===== src/hw/rtl/fd_pkg.sv =====
// Shared types and constants for the frame deframer.
package fd_pkg;

  localparam int unsigned HEADER_WORDS = 5;
  localparam int unsigned HDR_BYTES    = HEADER_WORDS * 4;
  localparam int unsigned POS_W        = 25;
  localparam int unsigned IDX_W        = 24;

  localparam logic [31:0] PACKET_CHANNEL = 32'hFFFF_FFFF;
  localparam logic [23:0] RESET_MAX_LEN  = 24'(1024 * 500);
  localparam logic [7:0]  RESET_MAX_SEEK = 8'd3;

  localparam int unsigned CFG_IDX_W  = 8;
  localparam int unsigned CFG_DATA_W = 32;
  localparam logic [CFG_IDX_W-1:0] CFG_MAX_FRAME_LENGTH = 8'd0;
  localparam logic [CFG_IDX_W-1:0] CFG_MAX_SEEK_MODE    = 8'd1;

  localparam int unsigned TDATA_W = 136;
  localparam int unsigned TUSER_W = 3;

  typedef enum logic [1:0] {
    ST_OK        = 2'd0,
    ST_TOO_LARGE = 2'd1,
    ST_BAD_SEEK  = 2'd2
  } status_t;

  typedef struct packed {
    logic [23:0] max_frame_length;
    logic [7:0]  max_seek_mode;
  } cfg_t;

  typedef struct packed {
    logic [IDX_W-1:0]   payload_index;
    logic [7:0]         seek_code;
    logic signed [63:0] stream_offset;
    logic [31:0]        channel;
    logic [7:0]         payload_byte;
    logic               is_packet;
    logic               frame_last;
    status_t            status;
  } result_t;

endpackage


===== src/hw/rtl/fd_cfg.sv =====
// Configuration registers of the frame deframer.
module fd_cfg (
  input  logic                            clk,
  input  logic                            rst,
  input  logic                            cfg_valid,
  output logic                            cfg_ready,
  input  logic [fd_pkg::CFG_IDX_W-1:0]    cfg_index,
  input  logic [fd_pkg::CFG_DATA_W-1:0]   cfg_data,
  output fd_pkg::cfg_t                    cfg
);

  assign cfg_ready = 1'b1;

  always_ff @(posedge clk) begin
    if (rst) begin
      cfg.max_frame_length <= fd_pkg::RESET_MAX_LEN;
      cfg.max_seek_mode    <= fd_pkg::RESET_MAX_SEEK;
    end else if (cfg_valid) begin
      if (cfg_index == fd_pkg::CFG_MAX_FRAME_LENGTH) begin
        cfg.max_frame_length <= cfg_data[23:0];
      end
      if (cfg_index == fd_pkg::CFG_MAX_SEEK_MODE) begin
        cfg.max_seek_mode <= cfg_data[7:0];
      end
    end
  end

endmodule


===== src/hw/rtl/fd_parse.sv =====
// Descriptor parser and payload tagger: frame state plus the single-pass result logic.
module fd_parse (
  input  logic            clk,
  input  logic            rst,
  input  logic            step,
  input  logic [7:0]      rx_byte,
  input  fd_pkg::cfg_t    cfg,
  output logic            res_valid,
  output fd_pkg::result_t res
);

  logic [fd_pkg::POS_W-1:0] byte_position, byte_position_next;
  logic [31:0] frame_length, frame_length_next;
  logic [31:0] frame_channel, frame_channel_next;
  logic [63:0] frame_offset, frame_offset_next;
  logic [31:0] frame_seek, frame_seek_next;
  logic        seek_info_used, seek_info_used_next;
  logic        stream_dead, stream_dead_next;

  logic                     in_header;
  logic [2:0]               word;
  logic [fd_pkg::POS_W-1:0] pos_inc;
  logic [fd_pkg::POS_W-1:0] idx;
  logic [31:0]              idx_p1;
  logic [31:0]              seek_full;
  logic                     is_pkt;
  logic                     last;
  logic                     first;

  assign in_header = byte_position < fd_pkg::POS_W'(fd_pkg::HDR_BYTES);
  assign word      = byte_position[4:2];
  assign pos_inc   = byte_position + fd_pkg::POS_W'(1);
  assign idx       = byte_position - fd_pkg::POS_W'(fd_pkg::HDR_BYTES);
  assign idx_p1    = 32'(idx) + 32'd1;
  // The seek word completes with the last descriptor byte itself.
  assign seek_full = {frame_seek[23:0], rx_byte};
  assign is_pkt    = frame_channel == fd_pkg::PACKET_CHANNEL;
  assign last      = idx_p1 >= frame_length;
  assign first     = !seek_info_used && !is_pkt;

  always_comb begin
    byte_position_next  = byte_position;
    frame_length_next   = frame_length;
    frame_channel_next  = frame_channel;
    frame_offset_next   = frame_offset;
    frame_seek_next     = frame_seek;
    seek_info_used_next = seek_info_used;
    stream_dead_next    = stream_dead;
    res_valid           = 1'b0;
    res                 = '0;
    res.status          = fd_pkg::ST_OK;

    if (step && !stream_dead) begin
      if (in_header) begin
        unique case (word)
          3'd0:        frame_length_next  = {frame_length[23:0], rx_byte};
          3'd1:        frame_channel_next = {frame_channel[23:0], rx_byte};
          3'd2, 3'd3:  frame_offset_next  = {frame_offset[55:0], rx_byte};
          3'd4:        frame_seek_next    = seek_full;
          default:     ;
        endcase
        byte_position_next = pos_inc;
        if (pos_inc == fd_pkg::POS_W'(fd_pkg::HDR_BYTES)) begin
          seek_info_used_next = 1'b0;
          priority if (frame_length > 32'(cfg.max_frame_length)) begin
            stream_dead_next = 1'b1;
            res_valid        = 1'b1;
            res.status       = fd_pkg::ST_TOO_LARGE;
          end else if (!is_pkt && seek_full > 32'(cfg.max_seek_mode)) begin
            stream_dead_next = 1'b1;
            res_valid        = 1'b1;
            res.status       = fd_pkg::ST_BAD_SEEK;
          end else if (frame_length == 32'd0) begin
            byte_position_next = '0;
          end else begin
            byte_position_next = pos_inc;
          end
        end
      end else begin
        res_valid         = 1'b1;
        res.payload_byte  = rx_byte;
        res.is_packet     = is_pkt;
        res.channel       = frame_channel;
        res.stream_offset = first ? frame_offset : 64'd0;
        res.seek_code     = first ? frame_seek[7:0] : 8'd0;
        res.payload_index = idx[fd_pkg::IDX_W-1:0];
        res.frame_last    = last;
        seek_info_used_next = 1'b1;
        byte_position_next  = last ? '0 : pos_inc;
      end
    end
  end

  always_ff @(posedge clk) begin
    if (rst) begin
      byte_position  <= '0;
      frame_length   <= '0;
      frame_channel  <= '0;
      frame_offset   <= '0;
      frame_seek     <= '0;
      seek_info_used <= 1'b0;
      stream_dead    <= 1'b0;
    end else begin
      byte_position  <= byte_position_next;
      frame_length   <= frame_length_next;
      frame_channel  <= frame_channel_next;
      frame_offset   <= frame_offset_next;
      frame_seek     <= frame_seek_next;
      seek_info_used <= seek_info_used_next;
      stream_dead    <= stream_dead_next;
    end
  end

endmodule


===== src/hw/rtl/frame_deframer_unit.sv =====
// Frame deframer top level: input register, parser and result register.
// Each byte passes the input register and then the result register before its result is on m_tvalid.
// Throughput: one byte per cycle while results are taken; the parser state loop is closed through its registers.
// A waiting result stops input transfers once the input register holds a byte;
// with m_tready high, bytes follow back to back.
// Reset clears the frame state and sets the limits to 512000 bytes and seek mode 3.
module frame_deframer_unit (
  input  logic                               clk,
  input  logic                               rst,
  input  logic                               s_tvalid,
  output logic                               s_tready,
  input  logic [7:0]                         s_tdata,   // [7:0] rx_byte
  output logic                               m_tvalid,
  input  logic                               m_tready,
  // [7:0] payload_byte, [39:8] channel, [103:40] stream_offset,
  // [111:104] seek_code, [135:112] payload_index
  output logic [fd_pkg::TDATA_W-1:0]         m_tdata,
  output logic [fd_pkg::TUSER_W-1:0]         m_tuser,   // [0] is_packet, [2:1] status
  output logic                               m_tlast,   // frame_last
  input  logic                               cfg_valid,
  output logic                               cfg_ready,
  input  logic [fd_pkg::CFG_IDX_W-1:0]       cfg_index,
  input  logic [fd_pkg::CFG_DATA_W-1:0]      cfg_data
);

  fd_pkg::cfg_t    cfg;
  fd_pkg::result_t res;
  fd_pkg::result_t out_res;
  logic            res_valid;
  logic            in_valid;
  logic [7:0]      in_byte;
  logic            advance;

  fd_cfg u_cfg (
    .clk       (clk),
    .rst       (rst),
    .cfg_valid (cfg_valid),
    .cfg_ready (cfg_ready),
    .cfg_index (cfg_index),
    .cfg_data  (cfg_data),
    .cfg       (cfg)
  );

  // The held byte moves through the parser when the result register is free or emptying.
  assign advance  = in_valid && (!m_tvalid || m_tready);
  assign s_tready = !in_valid || advance;

  always_ff @(posedge clk) begin
    if (rst) begin
      in_valid <= 1'b0;
    end else if (s_tvalid && s_tready) begin
      in_valid <= 1'b1;
    end else if (advance) begin
      in_valid <= 1'b0;
    end
  end

  always_ff @(posedge clk) begin
    if (s_tvalid && s_tready) begin
      in_byte <= s_tdata;
    end
  end

  fd_parse u_parse (
    .clk       (clk),
    .rst       (rst),
    .step      (advance),
    .rx_byte   (in_byte),
    .cfg       (cfg),
    .res_valid (res_valid),
    .res       (res)
  );

  always_ff @(posedge clk) begin
    if (rst) begin
      m_tvalid <= 1'b0;
    end else if (advance) begin
      m_tvalid <= res_valid;
    end else if (m_tready) begin
      m_tvalid <= 1'b0;
    end
  end

  always_ff @(posedge clk) begin
    if (advance) begin
      out_res <= res;
    end
  end

  assign m_tdata = {out_res.payload_index, out_res.seek_code, out_res.stream_offset,
                    out_res.channel, out_res.payload_byte};
  assign m_tuser = {out_res.status, out_res.is_packet};
  assign m_tlast = out_res.frame_last;

endmodule


===== config.mk =====
export PLATFORM = sky130hd
export DESIGN_NAME = frame_deframer_unit
export DESIGN_NICKNAME = d
export VERILOG_FILES = /design/src/hw/rtl/fd_pkg.sv /design/src/hw/rtl/fd_cfg.sv /design/src/hw/rtl/fd_parse.sv /design/src/hw/rtl/frame_deframer_unit.sv
export SDC_FILE = /design/constraint.sdc
export NUM_CORES = 1
export LEC_CHECK = 0
export BUFFER_PORTS_ARGS = -buffer_cell sky130_fd_sc_hd__buf_2
export CORE_MARGIN = 10
export CORE_UTILIZATION = 59
export DETAILED_ROUTE_END_ITERATION = 10
export PLACE_DENSITY = 0.85
export SKIP_LAST_GASP = 1
export SYNTH_ARGS = -nofsm -noshare
export SYNTH_HDL_FRONTEND = slang
export SYNTH_SLANG_ARGS = --single-unit

===== constraint.sdc =====
create_clock -name clk -period 5.15 [get_ports clk]
set_input_delay 0.2575 -clock clk [delete_from_list [all_inputs] [get_ports clk]]
set_output_delay 0.2575 -clock clk [all_outputs]
set_load 0.005 [all_outputs]

==> impl_metrics.ini, run 1 <==
[route]
drt_iter0_markers = 1527
drtAntennaViolNets = 0
dr_wl_met2_microns = 21700
wl_per_cell_microns = 18.5
top_layer = met4
drt_first_pass_iters = 6
dr_wl_met3_microns = 3350
wl_met1_microns = 17900
vias = 14000
routed_wl_microns = 44500
vias_per_cell = 5.81
drcViolationCount = 0

[synthesis]
synth-async-reset-ratio_pct = 0
netlist-cell-type-count = 67
synthFlopType = dfxtp_1
synth_edf_count = 148
syn-num-nets = 1936
synth_simple_gate_area_share_pct = 23.1
synth-xor-area-share_pct = 2.48
ys_warn_count = 0
syn_area_per_cell_sq_um = 9.14
synth_top_family_by_area = simple AND/OR/NAND/NOR gates
ys_seq_area_share_pct = 52.4
muxShareOfSynthArea_pct = 0.911
synth_seq_cells = 361
syn-cell-area_sq_um = 16600
syn_inst = 1819
synth_compound_area_share_pct = 11.3
synth-adder-area-share_pct = 4.82

[finish]
fin_cells = 2405
seqCellArea_sq_um = 8710
multi_input_area_sq_um = 7120
nets = 2115
drive_gt1_share_pct = 15.0
fill_cells = 2092
area.growth.synth_to_final_pct = 16.7
n_antenna_cell = 0

[floorplan]
dieWidth_microns = 188
die-area_sq_um = 35300
fp.dieH_microns = 188
std_cell_rows = 61
coreArea_sq_um = 27800
pin_count = 196
start_util_pct = 59.8

[timing]
setup_tns_ns = 0
max_slew_margin_pct = 23.0
min_period_ns = 4.93
fin_crit_sh_pct = 95.7
report.final.slew_viol_count = 0
tightest_slew_ns = 1.15
finalHoldViolCount = 0
fin_worst_skew_ns = 0.0204
finalSetupViolCount = 0
maxClockFrequency_mhz = 203
rsz0062_at_grt = false

[worst_setup_path]
start_kind = flip-flop
required_ns = 5.59
crit_type = flip-flop to flip-flop
crit_arrival_ns = 5.37
path_max_fanout = 10
cp-end-kind = flip-flop

[clock_network]
clock_sinks = 361
clock-root-buffer = clkbuf_16
cts_htree_levels = 2
cts.path.max_buffers = 3
cts_buffers = 38
cts_tree = yes
cts.clk_slew.worst_paths_ns = 0.06
clk-insertion-delay-late_ns = 0.54

[worst_hold_path]
holdCritPathClass = input port to flip-flop

[global_routing]
antenna_found_initial = 0
grt_usage_pct = 24.3
grt_pass1_wl_microns = 71400
grt_max_degree = 85
grt_pass1_vias = 13600
overflow = 0

[pwr]
leakage_nw = 7.44
power_density_nw_per_um2 = 309
max-vdd-ir-drop_uv = 203

[placed_design]
post-dp-hpwl_microns = 30100
io_buffers = 186
gp_congestion = 0.925
place_inst = 2302

[status]
status = finished clean

[flow_run]
maxCapViolCount = 0
[metrics by stage]
stage	worst slack, ns	cell area (sq um)	util [%]	total power, W	hold WS (ns)
floorplan	0.469	16600	-	0.00320	0.356
global placement	0.433	17800	64.1	0.00329	0.436
detailed placement	0.352	17800	64.1	0.00330	0.437
CTS	0.329	19400	69.8	0.00601	0.101
global route	0.0119	19400	69.8	0.00615	0.132
finish	0.222	19400	69.8	0.00599	0.120
[repair_timing]
item / CTS / global route
endpoints found under the hold margin: 38 / 0
buffers inserted: 0 / 1
hold buffers: 33 / 0
endpoints found under the setup margin: 0 / 16
gates resized for setup: 0 / 4
[cell families after synthesis]
logic type | after synthesis
xor+xnor | 47
simple gates | 803
flops | 361
other cells | 1
compound gates | 329
buf+inv | 199
fa+ha+maj | 64
mux | 15
[synth_stat cells, drive strengths merged, types with 26 or more instances]
cell type | count | area [sq um]
nand2 | 412 | 1550
edfxtp | 148 | 4440
and3 | 49 | 307
nand4 | 35 | 219
dfxtp | 213 | 4260
xnor2 | 36 | 315
a21oi | 225 | 1130
nand3 | 35 | 175
o21ai | 27 | 135
inv | 83 | 312
and2 | 79 | 494
nor4 | 35 | 253
nor3 | 26 | 140
ha | 64 | 801
buf | 31 | 191
nor2 | 76 | 288
clkbuf | 84 | 315
[final timing paths]
kind | endpoint | start | slack (ns) | cells after the start
setup / recovery | u_parse.byte_position[16] | u_parse.byte_position[3] | 0.22 | 21
hold / removal | m_tvalid | m_tready | 0.12 | 3
setup reg to reg | u_parse.byte_position[16] | u_parse.byte_position[3] | 0.22 | 21
hold reg to reg | u_parse.frame_offset[63] | u_parse.frame_offset[63] | 0.45 | 2
[worst max-delay path, stage by stage, from the launching register on]
cell and delay [ns]:
dfxtp_1 0.32, inv_1 0.11, ha_1 0.24, buf_4 0.17, and3b_1 0.23, o311a_1 0.21, nor2_1 0.08, nor3_1 0.51
and3b_1 0.37, mux2i_1 0.21, a22oi_1 0.12, xnor2_1 0.32, ha_1 0.31, a21o_1 0.18, a21oi_1 0.23, o211ai_1 0.13
a31oi_1 0.15, a21oi_1 0.11, buf_4 0.19, nor4_1 0.33, nor2_1 0.08, a311oi_1 0.25
[flip-flops by register name (all words and copies together), names as in the netlist, 3 cells and up]
register and flops:
u_cfg.cfg 32, m_tdata 136, in_byte 8, u_parse.frame_offset 64, m_tuser 3, u_parse.byte_position 25, u_parse.frame_channel 32, u_parse.frame_length 32
u_parse.frame_seek 24
[layout by cell type, fill, tap and decap left out, drive strengths merged, types with 6 or more instances in the layout]
| cell | Yosys | routed |
|---|---|---|
| dfxtp | 213 | 213 |
| nor4 | 35 | 35 |
| clkinv | 1 | 12 |
| edfxtp | 148 | 148 |
| a21oi | 225 | 225 |
| nand2 | 412 | 412 |
| or2 | 6 | 6 |
| buf | 31 | 221 |
| dlygate4sd3 | 0 | 33 |
| nand2b | 8 | 8 |
| xor2 | 11 | 11 |
| and3 | 49 | 49 |
| or3 | 10 | 10 |
| inv | 83 | 86 |
| xnor2 | 36 | 36 |
| nand3 | 35 | 35 |
| and4 | 7 | 7 |
| o21ai | 27 | 27 |
| and2 | 79 | 79 |
| nand4 | 35 | 35 |
| nor3 | 26 | 26 |
| a31oi | 10 | 10 |
| nor2b | 7 | 7 |
| nor2 | 76 | 76 |
| mux2i | 14 | 14 |
| clkbuf | 84 | 54 |
| o32ai | 13 | 13 |
| o211ai | 13 | 13 |
| ha | 64 | 64 |
[metal layers]
metal,GRT usage [%],vias up
met4,9.51,0
met1,29.4,6603
li1,-,6657
met2,41.6,611
met5,0,-
met3,4.97,106
[power by group]
part	total (W)	switching [W]	leakage (nW)	internal, W
Sequential	0.00304	0.0000300	3.17	0.00301
Combinational	0.000217	0.000137	3.65	0.0000809
Clock	0.00273	0.00114	0.626	0.00159
[layout make-up]
| cell class | instances | share of cell area (%) |
|---|---|---|
| Clock inverter | 15 | 0.619 |
| Timing Repair Buffer | 254 | 7.89 |
| Tap cell | 378 | 2.44 |
| Sequential cell | 361 | 44.9 |
| Inverter | 84 | 1.65 |
| Multi-Input combinational cell | 1259 | 36.7 |
| Clock buffer | 54 | 5.84 |
No activity file was read; power rests on OpenSTA's default activity.
==> inputs of run 2 (changes only) <==
- SYNTH_HIERARCHICAL: default -> 1
==> impl_metrics.ini, run 2 <==
[finish]
fill_cells = 2136
area.growth.synth_to_final_pct = 14.8
multi_input_area_sq_um = 7360
final_common_cell = nand2_1
seqCellArea_sq_um = 8710
n_antenna_cell = 0
largest_reg_flops = 136
nets = 2046
drive_gt1_share_pct = 15.9
mostFrequentLayoutCells = nand2_1 (303), dfxtp_1 (213), a21oi_1 (207)

[floorplan]
pin_count = 196
std_cell_rows = 61
start_util_pct = 60.2
coreArea_sq_um = 27900
fp.dieH_microns = 189
dieWidth_microns = 189
die-area_sq_um = 35700

[worst_hold_path]
hold_end = u_cfg/cfg[23]
holdCritPathClass = input port to flip-flop
holdCritStartpoint = cfg_data[15]
min_path_cells = 3

[synthesis]
syn-cell-area_sq_um = 16800
synth_simple_gate_area_share_pct = 23.0
syn_inst = 1769
synth_top_family_by_area = simple AND/OR/NAND/NOR gates
syn-num-nets = 1888
yosysTopAreaCell = edfxtp_1
muxShareOfSynthArea_pct = 1.55
yosysMostFrequentCell = nand2_1
ys_seq_area_share_pct = 51.8
synth-xor-area-share_pct = 2.76
synthFlopType = dfxtp_1
synth_area_leaders = edfxtp_1 (26%), dfxtp_1 (25%), nand2_1 (6.8%)
yosysTopAreaCellShare_pct = 26.4
ys_warn_count = 6
synth_edf_count = 148
netlist-cell-type-count = 78
synth-async-reset-ratio_pct = 0
synth-adder-area-share_pct = 4.91
synth_seq_cells = 361
synth_common_cells = nand2_1 (304), dfxtp_1 (213), a21oi_1 (208)
syn_area_per_cell_sq_um = 9.51
synth_compound_area_share_pct = 11.1

[route]
vias = 13700
vias_per_cell = 5.86
drt_iter0_markers = 1333
routed_wl_microns = 42300
drtAntennaViolNets = 0
wl_per_cell_microns = 18.1
drcViolationCount = 0
drt_first_pass_iters = 6

[pwr]
leakage_nw = 7.64
max-vdd-ir-drop_uv = 299
power_density_nw_per_um2 = 298
total_power_w = 0.00575

[timing]
finalHoldViolCount = 0
fin_crit_sh_pct = 98.3
fin_worst_skew_ns = 0.0183
finalSetupViolCount = 0
maxClockFrequency_mhz = 198
report.final.slew_viol_count = 0
max_slew_margin_pct = 19.4
setup_ws_ns = 0.0879
min_period_ns = 5.06
whs_ns = 0.00673
tightest_slew_ns = 1.21

[global_routing]
grt_pass1_vias = 13200
overflow = 0
antenna_found_initial = 0
grt_pass1_wl_microns = 67100
grt_max_degree = 95
grt_usage_pct = 22.5

[placed_design]
post-dp-hpwl_microns = 28100
io_buffers = 186
pre_cts_ws_ns = -0.00874
gp_congestion = 0.939

[worst_setup_path]
required_ns = 5.58
reg2reg_slack_ns = 0.09
crit_arrival_ns = 5.49
r2r-start = u_parse/byte_position[2]
r2r_end = u_parse/byte_position[22]
crit_type = flip-flop to flip-flop
path_max_fanout = 22
start_kind = flip-flop
cp-end-kind = flip-flop
r2r_cells = 20

[clock_network]
cts.clk_slew.worst_paths_ns = 0.07
cts_tree = yes
cts_buffers = 36
clk-insertion-delay-late_ns = 0.53
clock_sinks = 361
cts_htree_levels = 2
cts.path.max_buffers = 3
clock-root-buffer = clkbuf_16

[status]
status = finished clean

[flow_run]
maxCapViolCount = 0
[run 2: cell types whose count changed after synthesis, moves of 16 or more]
cell and delta:
a21oi_1 -17, a311oi_1 +16, and2_1 +38, and3_1 -40
nand2_1 -108, nand2b_1 +23, nand3_1 +39
[run 2: worst max-delay path: stages, from the launching register on]
cell and delay, ns:
dfxtp_1 0.31, inv_1 0.13, ha_2 0.23, buf_4 0.13
and2b_1 0.20, or4_4 0.56, or2_1 0.26, o22a_1 0.22
or3b_4 0.45, nor3b_2 0.22, xnor2_1 0.10, ha_1 0.37
a2111oi_2 0.35, o21ai_0 0.15, o22a_1 0.24, a21oi_2 0.14
o31a_1 0.18, buf_4 0.13, buf_12 0.15, a41oi_1 0.15
a311oi_1 0.27
[run 2: stage by stage]
stage | std cells | area, sq um | TNS [ns] | util (%)
finish | 2332 | 19300 | 0 | 69.1
global route | 2332 | 19300 | -0.285 | 69.1
CTS | 2324 | 19200 | 0 | 68.7
detailed placement | 2242 | 17900 | -0.00874 | 64.1
global placement | 2242 | 17900 | 0 | 64.1
floorplan | 1769 | 16800 | 0 | -
[run 2: timing repair]
action,in CTS,in global routing
cloned,0,1
resized for setup,0,7
buffers inserted,1,7
setup endpoints to repair,5,24
hold buffers,16,0
pin swaps,0,7
hold endpoints to repair,16,0
[run 2: cell families after synthesis]
kind of cell             after synthesis
adder cells (fa/ha/maj)               66
flip-flops                           361
AO/OA/AOI/OAI                        314
multiplexers                          26
AND/OR/NAND/NOR                      761
XOR/XNOR                              53
other                                  1
buffers and inverters                187
[run 2: power breakdown]
group	switching [W]	leakage, nW	internal (W)
Combinational	0.000136	3.73	0.0000720
Sequential	0.0000269	3.36	0.00299
Clock	0.00109	0.537	0.00144
[run 2: layout make-up]
type | instances | share of cell area, %
Clock buffer | 51 | 5.11
Clock inverter | 14 | 0.687
Inverter | 71 | 1.38
Multi-Input combinational cell | 1221 | 38.1
Sequential cell | 361 | 45.1
Tap cell | 378 | 2.45
Timing Repair Buffer | 236 | 7.16
[run 2: worst max-delay path by stage]
stage	startpoint	to	slack, ns	depth (start not counted)
2_1_floorplan	u_parse/byte_position[2]	u_parse/byte_position[12]	0.003	21
3_3_place_gp	u_parse/byte_position[2]	u_parse/byte_position[22]	0.14	19
3_5_place_dp	u_parse/byte_position[2]	u_parse/byte_position[5]	-0.009	19
4_1_cts	u_parse/byte_position[2]	u_parse/byte_position[22]	0.06	19
5_1_grt	u_parse/byte_position[2]	u_parse/byte_position[22]	-0.04	20
6_report	u_parse/byte_position[2]	u_parse/byte_position[22]	0.09	20
[run 2: metal layers]
metal | global-route usage (%) | wire length (microns) | vias to the layer above
li1 | - | - | 6458
met1 | 27.8 | 16800 | 6489
met2 | 38.0 | 20400 | 611
met3 | 4.50 | 3700 | 108
met4 | 8.42 | 1490 | 0
met5 | 0 | 0 | -
==> inputs of run 3 (changes only) <==
- CELL_PAD_IN_SITES_DETAIL_PLACEMENT: default -> 0
- CELL_PAD_IN_SITES_GLOBAL_PLACEMENT: default -> 1
- CORE_UTILIZATION: 59 -> 45
- CTS_BUF_LIST: default -> sky130_fd_sc_hd__clkbuf_16
- PLACE_DENSITY: 0.85 -> 0.84
==> impl_metrics.ini, run 3 (same netlist as run 2, synthesis figures left out) <==
[global_routing]
grt_pass1_vias = 12500
overflow = 0
use_met1_pct = 24.4
grtUsageMet2_pct = 30.4
grt_busiest_layer = met2
grt_usage_pct = 18.2
grt_max_degree = 115
use_met3_pct = 2.86
antenna_found_initial = 1
grt_pass1_wl_microns = 67700

[clock_network]
cts_buffers = 38
clock-root-buffer = clkbuf_16
cts.clk_slew.worst_paths_ns = 0.06
clock_sinks = 361
cts.path.max_buffers = 3
cts_htree_levels = 2
cts_tree = yes
clk-insertion-delay-late_ns = 0.54

[timing]
setup_ws_ns = 0.283
finalHoldViolCount = 0
fin_crit_sh_pct = 94.5
whs_ns = 0.0219
max_slew_margin_pct = 19.5
maxClockFrequency_mhz = 205
min_period_ns = 4.87
rsz0062_at_grt = false
fin_worst_skew_ns = 0.0200
setup_tns_ns = 0
finalSetupViolCount = 0
tightest_slew_ns = 1.21
report.final.slew_viol_count = 0

[finish]
area.growth.synth_to_final_pct = 16.6
nets = 2058
fill_cells = 3316
final_area_sq_um = 19600
mostFrequentLayoutCells = nand2_1 (303), dfxtp_1 (213), a21oi_1 (207)
final_common_cell = nand2_1
largest_reg_flops = 136
n_antenna_cell = 0
drive_gt1_share_pct = 16.2

[pwr]
power_density_nw_per_um2 = 299
max-vdd-ir-drop_uv = 178
total_power_w = 0.00587
leakage_nw = 7.78

[floorplan]
die-area_sq_um = 45500
dieWidth_microns = 213
start_util_pct = 45.7
coreArea_sq_um = 36800
std_cell_rows = 70
pin_count = 196
fp.dieH_microns = 213

[route]
drt_first_pass_iters = 5
drt_iter0_markers = 989
wl_per_cell_microns = 17.9
routed_wl_microns = 43600
vias = 13200
drtAntennaViolNets = 0
vias_per_cell = 5.44
drcViolationCount = 0

[placed_design]
dpl_cell_area_sq_um = 18100
io_buffers = 186
pre_cts_ws_ns = 0.183
post-dp-hpwl_microns = 29300
gp_congestion = 0.879

[worst_hold_path]
holdCritPathClass = input port to flip-flop

[worst_setup_path]
crit_arrival_ns = 5.31
reg2reg_slack_ns = 0.28
crit_type = flip-flop to flip-flop
path_max_fanout = 11
required_ns = 5.59
start_kind = flip-flop
cp-end-kind = flip-flop

[status]
status = finished clean

[flow_run]
maxCapViolCount = 0
run 3: changes by cell type in the layout (fill, tap and decap cells not counted), moves of 3 or more:
cell           change
buf_4              +3
clkbuf_1          -12
clkbuf_16          +5
clkbuf_8           -3
clkinv_1           +5
clkinv_2           +3
dlygate4sd3_1      +5
inv_1              +7
run 3: metal layers:
layer | routed length, microns | vias to the layer above
met5 | 0 | -
met4 | 790 | 0
met3 | 2460 | 61
met2 | 20800 | 316
met1 | 19600 | 6374
li1 | - | 6498
run 3: worst max-delay path: stages, from the launching register on:
cell and delay, ns:
dfxtp_1 0.33, inv_1 0.08, ha_1 0.23, ha_1 0.29, or4b_4 0.49, a211oi_4 0.26, nor3b_4 0.24, nand2b_1 0.12
or3b_4 0.45, nor3b_2 0.21, xnor2_1 0.09, ha_1 0.34, a2111oi_2 0.37, o21ai_1 0.12, o22a_1 0.24, a21oi_2 0.15
o31a_4 0.23, clkbuf_16 0.18, o21ai_0 0.09, a311oi_1 0.26
run 3: timing repair:
item                                    in CTS  in global routing
endpoints found under the setup margin       0                 23
endpoints found under the hold margin       21                  0
hold buffers                                21                  0
buffers inserted                             0                  1
resized for setup                            0                  7
run 3: worst paths after layout:
| path | start | end | cells after the start |
|---|---|---|---|
| min reg2reg | u_parse/frame_offset[58] | u_parse/frame_offset[58] | 2 |
| max | u_parse/byte_position[2] | u_parse/byte_position[12] | 19 |
| max reg2reg | u_parse/byte_position[2] | u_parse/byte_position[12] | 19 |
| min | cfg_data[21] | u_cfg/cfg[29] | 3 |
run 3: area by class of cell:
class / count / area (sq um) / area share, %
clock buffers: 40 / 1000 / 5.10
clock inverters: 29 / 205 / 1.05
inverters: 71 / 267 / 1.36
multi-input cells: 1221 / 7350 / 37.5
flip-flops and latches: 361 / 8710 / 44.4
well taps: 468 / 586 / 2.99
repair buffers: 246 / 1490 / 7.61
run 3: where the power goes:
group / internal (W) / switching (W) / total, W
clock: 0.00151 / 0.00112 / 0.00263
combinational: 0.0000765 / 0.000138 / 0.000215
sequential: 0.00299 / 0.0000326 / 0.00302
run 3: metrics by stage:
| step | std cells | util [%] |
|---|---|---|
| finish | 2436 | 53.3 |
| global route | 2436 | 53.3 |
| CTS | 2432 | 53.1 |
| detailed placement | 2342 | 49.2 |
| global placement | 2342 | 49.2 |
| floorplan | 1769 | - |
